**src/hdl/pitch_pid_slew_motor_drive_assert.svh**
```systemverilog
// Assertion macros for the pitch drive block
`ifndef PITCH_PID_SLEW_MOTOR_DRIVE_ASSERT_SVH
`define PITCH_PID_SLEW_MOTOR_DRIVE_ASSERT_SVH

// same-cycle implication
`define PPSMD_ASSERT_IMP(name, ante, cons, msg) \
  name: assert property (@(posedge clk) disable iff (!rst_n) (ante) |-> (cons)) \
    else $error(msg);

// next-cycle implication
`define PPSMD_ASSERT_NXT(name, ante, cons, msg) \
  name: assert property (@(posedge clk) disable iff (!rst_n) (ante) |=> (cons)) \
    else $error(msg);

`endif

```
**src/hdl/ppsmd_pkg.sv**
```systemverilog
package ppsmd_pkg;

  localparam int PITCH_WIDTH_DEF = 16;
  localparam int Q_FRAC          = 13;
  localparam int US_PER_SEC      = 1000000;

  localparam logic [10:0] PWM_LOW     = 11'd1000;
  localparam logic [10:0] PWM_HIGH    = 11'd2000;
  localparam logic [10:0] PWM_NEUTRAL = 11'd1500;

  // shared unit datapath widths
  localparam int MDU_AW = 72;
  localparam int MDU_QW = 64;

  localparam int ADDR_W = 6;
  localparam int DATA_W = 64;

  localparam logic [23:0] PROP_GAIN_RST      = 24'd89600;
  localparam logic [23:0] INTEG_GAIN_RST     = 24'd512;
  localparam logic [23:0] DERIV_GAIN_RST     = 24'd25600;
  localparam logic [45:0] INTEGRAL_BOUND_RST = 46'd1638400000000;
  localparam logic [9:0]  EFFORT_LIMIT_RST   = 10'd400;
  localparam logic [14:0] DEADZONE_HALF_RST  = 15'd715;
  localparam logic [9:0]  SLEW_STEP_RST      = 10'd5;
  localparam logic [10:0] BASE_LEVEL_RST     = 11'd1500;

  typedef enum logic [2:0] {
    REG_PROP_GAIN      = 3'd0,
    REG_INTEG_GAIN     = 3'd1,
    REG_DERIV_GAIN     = 3'd2,
    REG_INTEGRAL_BOUND = 3'd3,
    REG_EFFORT_LIMIT   = 3'd4,
    REG_DEADZONE_HALF  = 3'd5,
    REG_SLEW_STEP      = 3'd6,
    REG_BASE_LEVEL     = 3'd7
  } reg_idx_t;

  typedef enum logic {
    MDU_MUL = 1'b0,
    MDU_DIV = 1'b1
  } mdu_op_t;

  typedef struct packed {
    logic    start;
    mdu_op_t op;
  } mdu_req_t;

  typedef struct packed {
    logic busy;
    logic done;
  } mdu_sts_t;

endpackage

```
**src/hdl/pitch_pid_slew_motor_drive.sv**
```systemverilog
// Pitch PID drive. Each in_ beat is one control step; each out_ beat carries
// both slewed PWM levels, the effort and the active flag. A step inside the
// deadzone, a first step or a step with zero elapsed time goes straight from
// accept to the output state; a full PID step runs the bit-serial
// multiply/divide unit through five multiplies and two 64-bit divides in
// turn. in_ready is high only while the sequencer is idle; a finished result
// may wait in the output register meanwhile. Registers sit on an APB port at
// byte offset 8*index.
module pitch_pid_slew_motor_drive #(
  parameter int PITCH_WIDTH = ppsmd_pkg::PITCH_WIDTH_DEF
) (
  input  logic                          clk,
  input  logic                          rst_n,
  input  logic                          in_valid,
  output logic                          in_ready,
  input  logic signed [PITCH_WIDTH-1:0] in_pitch,
  input  logic [19:0]                   in_elapsed_us,
  output logic                          out_valid,
  input  logic                          out_ready,
  output logic [10:0]                   out_motor_a_pwm,
  output logic [10:0]                   out_motor_b_pwm,
  output logic signed [10:0]            out_effort,
  output logic                          out_control_active,
  input  logic                          psel,
  input  logic                          penable,
  input  logic                          pwrite,
  input  logic [ppsmd_pkg::ADDR_W-1:0]  paddr,
  input  logic [ppsmd_pkg::DATA_W-1:0]  pwdata,
  output logic [ppsmd_pkg::DATA_W-1:0]  prdata,
  output logic                          pready
);
  import ppsmd_pkg::*;

  localparam int W   = PITCH_WIDTH;
  localparam int MBW = (W + 1 > 24) ? W + 1 : 24;
  localparam int CW  = ((W > 15) ? W : 15) + 2;
  localparam int SW  = 64;

  typedef enum logic [10:0] {
    S_IDLE  = 11'b000_0000_0001,
    S_MES   = 11'b000_0000_0010,
    S_CLAMP = 11'b000_0000_0100,
    S_MP    = 11'b000_0000_1000,
    S_MI    = 11'b000_0001_0000,
    S_DI    = 11'b000_0010_0000,
    S_MKD   = 11'b000_0100_0000,
    S_MD    = 11'b000_1000_0000,
    S_DD    = 11'b001_0000_0000,
    S_FIN   = 11'b010_0000_0000,
    S_OUT   = 11'b100_0000_0000
  } state_t;

  // config
  logic [23:0] prop_gain_r, integ_gain_r, deriv_gain_r;
  logic [45:0] integral_bound_r;
  logic [9:0]  effort_limit_r, slew_step_r;
  logic [14:0] deadzone_half_r;
  logic [10:0] base_level_r;
  logic        cfg_wr;
  reg_idx_t    cfg_idx;

  assign pready  = 1'b1;
  assign cfg_wr  = psel & penable & pwrite & pready;
  assign cfg_idx = reg_idx_t'(paddr[ADDR_W-1:3]);

  always_ff @(posedge clk) begin
    if (!rst_n) begin
      prop_gain_r      <= PROP_GAIN_RST;
      integ_gain_r     <= INTEG_GAIN_RST;
      deriv_gain_r     <= DERIV_GAIN_RST;
      integral_bound_r <= INTEGRAL_BOUND_RST;
      effort_limit_r   <= EFFORT_LIMIT_RST;
      deadzone_half_r  <= DEADZONE_HALF_RST;
      slew_step_r      <= SLEW_STEP_RST;
      base_level_r     <= BASE_LEVEL_RST;
    end else if (cfg_wr) begin
      case (cfg_idx)
        REG_PROP_GAIN:      prop_gain_r      <= pwdata[23:0];
        REG_INTEG_GAIN:     integ_gain_r     <= pwdata[23:0];
        REG_DERIV_GAIN:     deriv_gain_r     <= pwdata[23:0];
        REG_INTEGRAL_BOUND: integral_bound_r <= pwdata[45:0];
        REG_EFFORT_LIMIT:   effort_limit_r   <= pwdata[9:0];
        REG_DEADZONE_HALF:  deadzone_half_r  <= pwdata[14:0];
        REG_SLEW_STEP:      slew_step_r      <= pwdata[9:0];
        REG_BASE_LEVEL:     base_level_r     <= pwdata[10:0];
        default: ;
      endcase
    end
  end

  always_comb begin
    case (cfg_idx)
      REG_PROP_GAIN:      prdata = DATA_W'(prop_gain_r);
      REG_INTEG_GAIN:     prdata = DATA_W'(integ_gain_r);
      REG_DERIV_GAIN:     prdata = DATA_W'(deriv_gain_r);
      REG_INTEGRAL_BOUND: prdata = DATA_W'(integral_bound_r);
      REG_EFFORT_LIMIT:   prdata = DATA_W'(effort_limit_r);
      REG_DEADZONE_HALF:  prdata = DATA_W'(deadzone_half_r);
      REG_SLEW_STEP:      prdata = DATA_W'(slew_step_r);
      REG_BASE_LEVEL:     prdata = DATA_W'(base_level_r);
      default:            prdata = '0;
    endcase
  end

  // slew and saturation helpers
  function automatic logic [10:0] slew(input logic [10:0] lvl, input logic [10:0] tgt,
                                       input logic [9:0] step);
    logic [10:0] gap;
    begin
      if (lvl < tgt) begin
        gap  = tgt - lvl;
        slew = ({1'b0, step} < gap) ? lvl + {1'b0, step} : tgt;
      end else if (lvl > tgt) begin
        gap  = lvl - tgt;
        slew = ({1'b0, step} < gap) ? lvl - {1'b0, step} : tgt;
      end else begin
        slew = lvl;
      end
    end
  endfunction

  function automatic logic [10:0] sat_pwm(input logic [10:0] base,
                                          input logic signed [10:0] eff);
    logic signed [12:0] v;
    begin
      v = $signed({2'b00, base}) - $signed({{2{eff[10]}}, eff});
      if (v < $signed({2'b00, PWM_LOW}))       sat_pwm = PWM_LOW;
      else if (v > $signed({2'b00, PWM_HIGH})) sat_pwm = PWM_HIGH;
      else                                     sat_pwm = v[10:0];
    end
  endfunction

  // control state
  state_t                 state_r, state_nxt;
  logic                   launched_r;
  logic                   first_r;
  logic signed [47:0]     accum_r;
  logic signed [W-1:0]    last_error_r;
  logic [10:0]            target_a_r, target_b_r, level_a_r, level_b_r;
  logic signed [SW-1:0]   sum_r;
  logic signed [10:0]     eff_r;
  logic                   active_r;

  // per-step operands
  logic signed [W-1:0]    e_r;
  logic                   e_neg_r;
  logic [W-2:0]           emag_r;
  logic                   de_neg_r;
  logic [W-1:0]           demag_r;
  logic [19:0]            span_r;

  // output register
  logic                   out_valid_r;
  logic [10:0]            out_a_r, out_b_r;
  logic signed [10:0]     out_eff_r;
  logic                   out_act_r;

  // input decode
  logic signed [CW-1:0]   p_x, dz_x;
  logic                   in_active;
  logic signed [W-1:0]    e_in, e_abs;
  logic signed [W:0]      de_in, de_abs;
  logic                   in_acc;

  assign in_ready = (state_r == S_IDLE);
  assign in_acc   = in_valid & in_ready;

  assign p_x       = {{(CW-W){in_pitch[W-1]}}, in_pitch};
  assign dz_x      = {{(CW-15){1'b0}}, deadzone_half_r};
  assign in_active = (p_x > dz_x) || (p_x < -dz_x);
  assign e_in      = (in_pitch == {1'b1, {(W-1){1'b0}}}) ? {1'b0, {(W-1){1'b1}}} : -in_pitch;
  assign e_abs     = e_in[W-1] ? -e_in : e_in;
  assign de_in     = {e_in[W-1], e_in} - {last_error_r[W-1], last_error_r};
  assign de_abs    = de_in[W] ? -de_in : de_in;

  // shared unit
  mdu_req_t              mdu_req;
  mdu_sts_t              mdu_sts;
  logic [MDU_AW-1:0]     mdu_a, mdu_res;
  logic [MBW-1:0]        mdu_b;
  logic [47:0]           acc_mag;
  logic                  op_state;

  assign acc_mag  = accum_r[47] ? 48'(-accum_r) : 48'(accum_r);
  assign op_state = (state_r == S_MES) || (state_r == S_MP) || (state_r == S_MI) ||
                    (state_r == S_DI) || (state_r == S_MKD) || (state_r == S_MD) ||
                    (state_r == S_DD);

  always_comb begin
    mdu_a         = '0;
    mdu_b         = '0;
    mdu_req.op    = MDU_MUL;
    mdu_req.start = op_state & ~launched_r;
    case (state_r)
      S_MES: begin
        mdu_a = MDU_AW'(span_r);
        mdu_b = MBW'(emag_r);
      end
      S_MP: begin
        mdu_a = MDU_AW'(prop_gain_r);
        mdu_b = MBW'(emag_r);
      end
      S_MI: begin
        mdu_a = MDU_AW'(acc_mag);
        mdu_b = MBW'(integ_gain_r);
      end
      S_DI: begin
        mdu_req.op = MDU_DIV;
        mdu_a      = mdu_res >> Q_FRAC;
        mdu_b      = MBW'(US_PER_SEC);
      end
      S_MKD: begin
        mdu_a = MDU_AW'(US_PER_SEC);
        mdu_b = MBW'(deriv_gain_r);
      end
      S_MD: begin
        mdu_a = mdu_res;
        mdu_b = MBW'(demag_r);
      end
      S_DD: begin
        mdu_req.op = MDU_DIV;
        mdu_a      = mdu_res >> Q_FRAC;
        mdu_b      = MBW'(span_r);
      end
      default: ;
    endcase
  end

  ppsmd_mdu #(
    .BW (MBW)
  ) u_mdu (
    .clk   (clk),
    .rst_n (rst_n),
    .req   (mdu_req),
    .opa   (mdu_a),
    .opb   (mdu_b),
    .sts   (mdu_sts),
    .res   (mdu_res)
  );

  // term and final effort
  logic signed [SW-1:0]  term;
  logic signed [SW-1:0]  sum_abs;
  logic [SW-9:0]         mag;
  logic [9:0]            mclip;
  logic signed [10:0]    eff_fin;
  logic signed [47:0]    bound_x;
  logic                  out_load;

  assign term    = (state_r == S_MP) ? SW'(mdu_res >> Q_FRAC) : SW'(mdu_res[MDU_QW-1:0]);
  assign sum_abs = sum_r[SW-1] ? -sum_r : sum_r;
  assign mag     = sum_abs[SW-1:8];
  assign mclip   = (mag > (SW-8)'(effort_limit_r)) ? effort_limit_r : mag[9:0];
  assign eff_fin = sum_r[SW-1] ? -$signed({1'b0, mclip}) : $signed({1'b0, mclip});
  assign bound_x = $signed({2'b00, integral_bound_r});
  assign out_load = (state_r == S_OUT) && (!out_valid_r || out_ready);

  always_comb begin
    state_nxt = state_r;
    case (state_r)
      S_IDLE: begin
        if (in_acc) begin
          if (!in_active || first_r || in_elapsed_us == '0) state_nxt = S_OUT;
          else                                               state_nxt = S_MES;
        end
      end
      S_MES:   if (mdu_sts.done) state_nxt = S_CLAMP;
      S_CLAMP: state_nxt = S_MP;
      S_MP:    if (mdu_sts.done) state_nxt = S_MI;
      S_MI:    if (mdu_sts.done) state_nxt = S_DI;
      S_DI:    if (mdu_sts.done) state_nxt = S_MKD;
      S_MKD:   if (mdu_sts.done) state_nxt = S_MD;
      S_MD:    if (mdu_sts.done) state_nxt = S_DD;
      S_DD:    if (mdu_sts.done) state_nxt = S_FIN;
      S_FIN:   state_nxt = S_OUT;
      S_OUT:   if (out_load) state_nxt = S_IDLE;
      default: state_nxt = S_IDLE;
    endcase
  end

  always_ff @(posedge clk) begin
    if (!rst_n) begin
      state_r      <= S_IDLE;
      launched_r   <= 1'b0;
      first_r      <= 1'b1;
      accum_r      <= '0;
      last_error_r <= '0;
      target_a_r   <= PWM_NEUTRAL;
      target_b_r   <= PWM_NEUTRAL;
      level_a_r    <= PWM_NEUTRAL;
      level_b_r    <= PWM_NEUTRAL;
      out_valid_r  <= 1'b0;
    end else begin
      state_r <= state_nxt;
      if (mdu_req.start)     launched_r <= 1'b1;
      else if (mdu_sts.done) launched_r <= 1'b0;

      if (in_acc) begin
        if (!in_active) begin
          accum_r      <= '0;
          last_error_r <= '0;
          first_r      <= 1'b1;
        end else if (first_r || in_elapsed_us == '0) begin
          first_r    <= 1'b0;
          target_a_r <= sat_pwm(base_level_r, 11'sd0);
          target_b_r <= sat_pwm(base_level_r, 11'sd0);
        end
      end

      if (state_r == S_MES && mdu_sts.done) begin
        accum_r <= e_neg_r ? accum_r - $signed(mdu_res[47:0])
                           : accum_r + $signed(mdu_res[47:0]);
      end
      if (state_r == S_CLAMP) begin
        if (accum_r > bound_x)       accum_r <= bound_x;
        else if (accum_r < -bound_x) accum_r <= -bound_x;
      end
      if (state_r == S_DD && mdu_sts.done) last_error_r <= e_r;
      if (state_r == S_FIN) begin
        target_a_r <= sat_pwm(base_level_r, eff_fin);
        target_b_r <= sat_pwm(base_level_r, eff_fin);
      end

      if (out_load) begin
        level_a_r   <= slew(level_a_r, target_a_r, slew_step_r);
        level_b_r   <= slew(level_b_r, target_b_r, slew_step_r);
        out_valid_r <= 1'b1;
      end else if (out_ready) begin
        out_valid_r <= 1'b0;
      end
    end
  end

  // datapath registers
  always_ff @(posedge clk) begin
    if (in_acc) begin
      e_r      <= e_in;
      e_neg_r  <= e_in[W-1];
      emag_r   <= e_abs[W-2:0];
      de_neg_r <= de_in[W];
      demag_r  <= de_abs[W-1:0];
      span_r   <= in_elapsed_us;
      active_r <= in_active;
      eff_r    <= '0;
    end
    if (state_r == S_MP && mdu_sts.done) sum_r <= e_neg_r ? -term : term;
    if (state_r == S_DI && mdu_sts.done) sum_r <= accum_r[47] ? sum_r - term : sum_r + term;
    if (state_r == S_DD && mdu_sts.done) sum_r <= de_neg_r ? sum_r - term : sum_r + term;
    if (state_r == S_FIN) eff_r <= eff_fin;
    if (out_load) begin
      out_a_r   <= slew(level_a_r, target_a_r, slew_step_r);
      out_b_r   <= slew(level_b_r, target_b_r, slew_step_r);
      out_eff_r <= eff_r;
      out_act_r <= active_r;
    end
  end

  assign out_valid          = out_valid_r;
  assign out_motor_a_pwm    = out_a_r;
  assign out_motor_b_pwm    = out_b_r;
  assign out_effort         = out_eff_r;
  assign out_control_active = out_act_r;

  `include "pitch_pid_slew_motor_drive_assert.svh"

  `PPSMD_ASSERT_NXT(a_busy_after_accept, in_acc, !in_ready, "ready after accept")
  `PPSMD_ASSERT_IMP(a_pwm_range, out_valid,
    out_motor_a_pwm >= PWM_LOW && out_motor_a_pwm <= PWM_HIGH &&
    out_motor_b_pwm >= PWM_LOW && out_motor_b_pwm <= PWM_HIGH, "pwm out of range")
  `PPSMD_ASSERT_IMP(a_done_in_op, mdu_sts.done, op_state, "unit done outside op state")

endmodule

```
**src/hdl/ppsmd_mdu.sv**
```systemverilog
module ppsmd_mdu #(
  parameter int BW = 25
) (
  input  logic                       clk,
  input  logic                       rst_n,
  input  ppsmd_pkg::mdu_req_t        req,
  input  logic [ppsmd_pkg::MDU_AW-1:0] opa,
  input  logic [BW-1:0]              opb,
  output ppsmd_pkg::mdu_sts_t        sts,
  output logic [ppsmd_pkg::MDU_AW-1:0] res
);
  import ppsmd_pkg::*;

  localparam int CNTW = $clog2(MDU_QW);

  logic            busy_r;
  logic            done_r;
  mdu_op_t         op_r;
  logic [CNTW-1:0] cnt_r;
  logic [MDU_AW-1:0] acc_r;
  logic [MDU_AW-1:0] a_r;
  logic [BW-1:0]   b_r;
  logic [BW-1:0]   rem_r;

  logic [BW:0]     rem_sh;
  logic [BW:0]     diff;
  logic            fits;

  assign rem_sh = {rem_r, acc_r[MDU_QW-1]};
  assign diff   = rem_sh - {1'b0, b_r};
  assign fits   = ~diff[BW];

  always_ff @(posedge clk) begin
    if (!rst_n) begin
      busy_r <= 1'b0;
      done_r <= 1'b0;
      cnt_r  <= '0;
    end else begin
      done_r <= 1'b0;
      if (req.start) begin
        busy_r <= 1'b1;
        cnt_r  <= (req.op == MDU_MUL) ? CNTW'(BW - 1) : CNTW'(MDU_QW - 1);
      end else if (busy_r) begin
        cnt_r <= cnt_r - 1'b1;
        if (cnt_r == '0) begin
          busy_r <= 1'b0;
          done_r <= 1'b1;
        end
      end
    end
  end

  always_ff @(posedge clk) begin
    if (req.start) begin
      op_r  <= req.op;
      acc_r <= (req.op == MDU_MUL) ? '0 : opa;
      a_r   <= opa;
      b_r   <= opb;
      rem_r <= '0;
    end else if (busy_r) begin
      case (op_r)
        MDU_MUL: begin
          if (b_r[0]) acc_r <= acc_r + a_r;
          a_r <= a_r << 1;
          b_r <= b_r >> 1;
        end
        MDU_DIV: begin
          rem_r <= fits ? diff[BW-1:0] : rem_sh[BW-1:0];
          acc_r <= MDU_AW'({acc_r[MDU_QW-2:0], fits});
        end
        default: acc_r <= acc_r;
      endcase
    end
  end

  assign sts.busy = busy_r;
  assign sts.done = done_r;
  assign res      = acc_r;

endmodule

```
**config.mk**
```make
export PLATFORM = sky130hd
export DESIGN_NAME = pitch_pid_slew_motor_drive
export DESIGN_NICKNAME = d
export VERILOG_FILES = /design/src/hdl/ppsmd_pkg.sv /design/src/hdl/pitch_pid_slew_motor_drive.sv /design/src/hdl/ppsmd_mdu.sv
export VERILOG_INCLUDE_DIRS = /design/src /design/src/hdl
export SDC_FILE = /design/constraint.sdc
export NUM_CORES = 2
export LEC_CHECK = 0
export BUFFER_PORTS_ARGS = -buffer_cell sky130_fd_sc_hd__clkbuf_2
export CORE_MARGIN = 8
export CORE_UTILIZATION = 50
export CTS_BUF_LIST = sky130_fd_sc_hd__clkbuf_4 sky130_fd_sc_hd__clkbuf_8
export DETAILED_ROUTE_END_ITERATION = 6
export HOLD_SLACK_MARGIN = 0.12
export MAX_ROUTING_LAYER = met4
export PLACE_DENSITY = 0.66
export SETUP_SLACK_MARGIN = 0.15
export SYNTH_ARGS = -nofsm -noshare
export SYNTH_HDL_FRONTEND = slang
export SYNTH_HIERARCHICAL = 1
export SYNTH_SLANG_ARGS = --single-unit
```
**constraint.sdc**
```tcl
create_clock -name clk -period 9.6 [get_ports clk]
set_clock_uncertainty 0.15 [all_clocks]
set_input_delay 2.4 -clock clk [delete_from_list [all_inputs] [get_ports clk]]
set_output_delay 2.4 -clock clk [all_outputs]
set_load 0.005 [all_outputs]
```
## Word level (Yosys, flattened, before mapping)

Cells that the tools add are included.

- Word-level logic and storage cells: 251
- Input bits: 113
- Flip-flop bits (word level): 655

- Reduce and logical (&&, ||, !) cells: 47
- Bitwise logic cells: 9
- Equality and inequality tests: 32
- Mux-type cells: 82
- Add/subtract/negate cells: 26
- Magnitude comparators: 17

Operator list:

| kind | count |
|---|---|
| $mux 64 | 8 |
| $pmux 64 s8 | 1 |
| $mux 72 | 7 |
| $pmux 72 s6 | 1 |
| $mux 48 | 8 |
| $mux 11 | 29 |
| $pmux 24 s6 | 1 |
| $pmux 72 s2 | 1 |
| $neg 64->64 | 2 |
| $pmux 11 s11 | 1 |
| $mux 24 | 4 |
| $mux 16 | 5 |
| $add 72x72->72 | 1 |
| $add 64x64->64 | 1 |
| $sub 64x64->64 | 1 |
| $gt 56x10->1 | 1 |
| $add 48x48->48 | 1 |
| $gt 48x47->1 | 1 |
| $lt 48x48->1 | 1 |
| $neg 46->48 | 1 |
| $neg 48->48 | 1 |
| $sub 48x48->48 | 1 |
| $lt 10x11->1 | 4 |
| $sub 11x11->11 | 4 |
| 55 further kinds | 127 |

## Longest topological paths before layout

- Depth in word-level cells: 11
- Mapped depth: 37

## Cells and area by module

The synthesis kept the hierarchy.

Modules (own cells, without submodules):

| module | area each (um2) | cells each | instances | sequential area each (um2) |
|---|---|---|---|---|
| pitch_pid_slew_motor_drive | 47140.2 | 6217 | 1 | 10820.4 |
| ppsmd_mdu | 14083.5 | 1472 | 1 | 5715.5 |

## Least setup slack after synthesis

Ideal clock, no wire load.

- Path kind: flip-flop to flip-flop
- Start: reg u_mdu.op_r
- End: reg u_mdu.a_r[0], enable pin
- Clock period less this slack: 8.360 ns
- Data arrival time: 7.527 ns
- Path slack: 1.240 ns
- Buffers on the path: 2
- Cell stages (with the launch flop): 4
- Data required time: 8.767 ns
- Cells stage by stage: edfxtp_1 -> clkbuf_1 -> clkbuf_1 -> o21ai_0

- Word-level cells in the longest chain between the ends: 2

RTL lines:

| what | RTL line | source |
|---|---|---|
| from (decl) | ppsmd_mdu.sv:18 | `mdu_op_t op_r;` |
| from (signal assigned) | ppsmd_mdu.sv:55 | `op_r <= req.op;` |
| $ne 2x2->1 (no line) | n/a |  |
| $reduce_and 2->1 (no line) | n/a |  |
| to (signal assigned) | ppsmd_mdu.sv:57 | `a_r <= opa;` |
| to (signal assigned) | ppsmd_mdu.sv:64 | `a_r <= a_r << 1;` |
| to (decl) | ppsmd_mdu.sv:21 | `logic [MDU_AW-1:0] a_r;` |

No other way between the ends.
A chain may end at the register's enable or synchronous reset.

## Final worst setup path

- Start: reg sum_r[1]
- End: reg target_b_r[9]

- Word-level cells in the longest chain between the ends: 11

RTL lines:

| what | RTL line | source |
|---|---|---|
| from (decl) | pitch_pid_slew_motor_drive.sv:140 | `logic signed [SW-1:0] sum_r;` |
| from (signal assigned) | pitch_pid_slew_motor_drive.sv:346 | `if (state_r == S_MP && mdu_sts.done) sum_r <= e_neg_r ? -term : term;` |
| from (signal assigned) | pitch_pid_slew_motor_drive.sv:347 | `if (state_r == S_DI && mdu_sts.done) sum_r <= accum_r[47] ? sum_r - term : sum_r + term;` |
| from (signal assigned) | pitch_pid_slew_motor_drive.sv:348 | `if (state_r == S_DD && mdu_sts.done) sum_r <= de_neg_r ? sum_r - term : sum_r + term;` |
| $neg 64->64 * | pitch_pid_slew_motor_drive.sv:251 | `assign sum_abs = sum_r[SW-1] ? -sum_r : sum_r;` |
| $mux 64 * | pitch_pid_slew_motor_drive.sv:251 |  |
| $gt 56x10->1 | pitch_pid_slew_motor_drive.sv:253 | `assign mclip = (mag > (SW-8)'(effort_limit_r)) ? effort_limit_r : mag[9:0];` |
| $mux 10 * | pitch_pid_slew_motor_drive.sv:253 |  |
| $neg 10->11 | pitch_pid_slew_motor_drive.sv:254 | `assign eff_fin = sum_r[SW-1] ? -$signed({1'b0, mclip}) : $signed({1'b0, mclip});` |
| $mux 11 * | pitch_pid_slew_motor_drive.sv:254 |  |
| net eff_fin[1] | pitch_pid_slew_motor_drive.sv:246 | `logic signed [10:0] eff_fin;` |
| $sub 12x11->13 * | pitch_pid_slew_motor_drive.sv:126 | `v = $signed({2'b00, base}) - $signed({{2{eff[10]}}, eff});` |
| $gt 13x12->1 | pitch_pid_slew_motor_drive.sv:128 | `else if (v > $signed({2'b00, PWM_HIGH})) sat_pwm = PWM_HIGH;` |
| $mux 11 | pitch_pid_slew_motor_drive.sv:128 |  |
| $mux 11 * | pitch_pid_slew_motor_drive.sv:127 | `if (v < $signed({2'b00, PWM_LOW})) sat_pwm = PWM_LOW;` |
| $mux 11 * | pitch_pid_slew_motor_drive.sv:319 | `if (state_r == S_FIN) begin` |
| to (signal assigned) | pitch_pid_slew_motor_drive.sv:306 | `target_b_r <= sat_pwm(base_level_r, 11'sd0);` |
| to (signal assigned) | pitch_pid_slew_motor_drive.sv:321 | `target_b_r <= sat_pwm(base_level_r, eff_fin);` |
| to (decl) | pitch_pid_slew_motor_drive.sv:139 | `logic [10:0] target_a_r, target_b_r, level_a_r, level_b_r;` |

Mark *: on every way through the listed nets, which the timed path passes. The rest lies on a longest branch.

==> results.py <==
metrics = {
    "run_status": {
        "run_status": "finished, final reports clean",
    },
    "timing": {
        "maxSlewHeadroom_pct": 14.6,
        "totalNegativeSetupSlack_ns": 0,
        "post-route-worst-setup-slack_ns": 0.735,
        "period_minus_slack_ns": 8.86,
        "report.final.hold_viol_count": 0,
        "hold-worst-slack_ns": 0.272,
        "max_freq_mhz": 113,
        "setup_viol_count_final": 0,
        "timing_worst_slew_pin_value_ns": 1.28,
        "layout_worst_path_cycle_share_pct": 92.3,
        "rsz0062_at_grt": "false",
        "slew_viol_final": 0,
    },
    "die": {
        "floorplan.die_area_mm2": 0.134,
        "chipWidth_um": 366,
        "die_h_um": 366,
        "starting_density_pct": 50.3,
        "coreArea_mm2": 0.122,
        "pin_count": 214,
        "placement_rows": 128,
    },
    "clocking": {
        "clk_transition_reported_paths_ns": 0.07,
        "worst_skew_pair.late_latency_ns": 0.96,
        "cts_max_path_buffers": 3,
        "ctsHtreeMaxLevel": 3,
        "total_number_of_clock_tree_sinks": 653,
        "post-cts-setup-buffer-count": 0,
        "cts_root_buffer": "clkbuf_8",
        "cts_tree": "yes",
        "numCtsBuffers": 121,
    },
    "power": {
        "ir_worst_vdd_v": 0.000133,
        "internal_power_w": 0.00563,
        "share_comb_of_total_power_pct": 26.0,
        "clock_network_fraction_of_total_power_pct": 35.8,
        "p_sw_share_pct": 34.1,
        "seq_power_share_pct": 38.2,
        "power.density_mw_per_mm2": 130,
        "p_sw_w": 0.00291,
        "static-leakage-power_nw": 26.2,
    },
    "global_routing": {
        "globalRoute.totalOverflow": 0,
        "grt_pass1_wl_um": 346000,
        "grtUsageTotal_pct": 33.2,
        "number_of_antenna_violations_at_the_first_check_in_global_routing": 9,
        "grt_max_degree": 84,
        "first_global_vias": 56708,
    },
    "logic_synthesis": {
        "synthesis.area_per_instance_um2": 7.96,
        "synthesis.instances": 7688,
        "synth-warning-count": 6,
        "post_synth_instance_area_mm2": 0.0612,
    },
    "flow_run": {
        "drv_cap": 0,
    },
    "worst_setup_path": {
        "path_max_fanout": 19,
        "critical_path_capture_point_type": "register",
        "cpPeakStageDelay_ns": 0.65,
        "worstSetupStartpointType": "register",
        "worst-endpoint-required_ns": 10.22,
        "critical_path_arrival_ns": 9.49,
        "worstRegToRegCells": 31,
        "slowest_stage": "or4_4",
        "timing.setup.critical_path_class": "reg2reg",
    },
    "placement": {
        "port_buffers": 173,
        "place.detailed.instances": 9144,
        "globalplace.congestion": 0.993,
        "pre_cts_slack_ns": 0.400,
        "dpl.hpwl_um": 172000,
        "placed_cell_area_mm2": 0.0633,
    },
    "finish": {
        "nets": 8324,
        "final_cells": 9378,
        "area_growth_from_synthesis_to_layout_pct": 7.72,
        "final_layout_size_suffix_gt1_share_pct": 9.53,
        "finish.instance_area_mm2": 0.0659,
    },
    "route": {
        "route.detailed.vias_per_inst": 6.43,
        "route.final.wire_length_um": 228000,
        "dr.pass1.iters": 7,
        "antenna_violating_nets_post_route": 0,
        "post_drt_wl_per_cell_um": 24.4,
        "detail_route.iter0.violations": 6950,
        "via_count": 60321,
        "drc": 0,
    },
    "hold_path": {
        "worst_hold_path_type": "reg2reg",
        "min_path_cells": 0,
    },
}
power by group through the flow:
stage	Clock, W	Combinational (W)	Sequential (W)
5_1_grt	0.00321	0.00245	0.00327
2_1_floorplan	0	0.00163	0.00324
6_report	0.00306	0.00222	0.00326
3_5_place_dp	0	0.00217	0.00331
4_1_cts	0.00311	0.00218	0.00325
3_3_place_gp	0	0.00213	0.00331
state kept, by name, indices dropped and copies added, names as in the netlist, 14 cells and up:
register,count
u_mdu/a_r,72
accum_r,48
integ_gain_r,24
span_r,20
deriv_gain_r,24
prop_gain_r,24
last_error_r,16
u_mdu/rem_r,24
emag_r,14
deadzone_half_r,15
sum_r,64
demag_r,16
u_mdu/b_r,24
u_mdu/res,72
integral_bound_r,46
e_r,16
timing repair:
item / 4_1_cts / 5_1_grt
resized for setup: 0 / 2
endpoints found under the hold margin: 0 / 0
endpoints found under the setup margin: 0 / 9
hold buffers: 0 / 0
per-stage QoR:
step	util [%]	total power (W)
finish	54.2	0.00854
global placement	52.0	0.00544
detailed placement	52.0	0.00548
floorplan	-	0.00487
CTS	54.2	0.00854
global route	54.2	0.00892
placed cells by master, fill, tap and decap left out, drive strengths merged, types with 114 or more instances in the layout:
master,count
inv,435
nor3,159
o21ai,524
nor2,620
a22oi,114
mux2i,129
xor2,133
a21oi,678
dfxtp,307
a21o,127
ha,554
edfxtp,346
xnor2,376
nand2,868
clkbuf,320
nand3,159
worst max-delay path: cells and delay by family (launching register included):
kind | cells | cell delay (ns)
DFF | 1 | 0.50
buffers and inverters | 2 | 0.17
xor gates and xnor gates | 1 | 0.22
and+or+nand+nor | 12 | 3.45
adders and majority gates | 3 | 1.08
muxes | 1 | 0.29
AOI/OAI and AO/OA | 12 | 2.85
final cells by class:
type                    count  area, um^2
fillers                 11671       55800
diodes                     10        25.0
flip-flops and latches    653       16500
clock buffers             149        1930
repair buffers            276        1650
clock inverters            75         716
multi-input cells        6153       41400
inverters                 437        1650
well taps                1625        2030
layer usage:
metal / GRT usage (%) / part of all wire, % / vias up
li1: - / - / 27982
met4: 13.3 / 4.5 / 0
met3: 5.08 / 8.8 / 522
met2: 50.5 / 44 / 2987
met1: 44.2 / 43 / 28830
met5: - / 0 / -
worst paths after layout:
check / from / slack, ns / endpoint
setup reg to reg: sum_r[1]$_DFFE_PP_ / 0.74 / target_b_r[9]$_SDFFE_PN0P_
hold / removal: eff_r[7]$_SDFFCE_PN0P_ / 0.27 / out_effort[7]$_DFFE_PP_
hold reg to reg: eff_r[7]$_SDFFCE_PN0P_ / 0.27 / out_effort[7]$_DFFE_PP_
setup / recovery: sum_r[1]$_DFFE_PP_ / 0.74 / target_b_r[9]$_SDFFE_PN0P_
No activity file was read; power rests on OpenSTA's default activity.
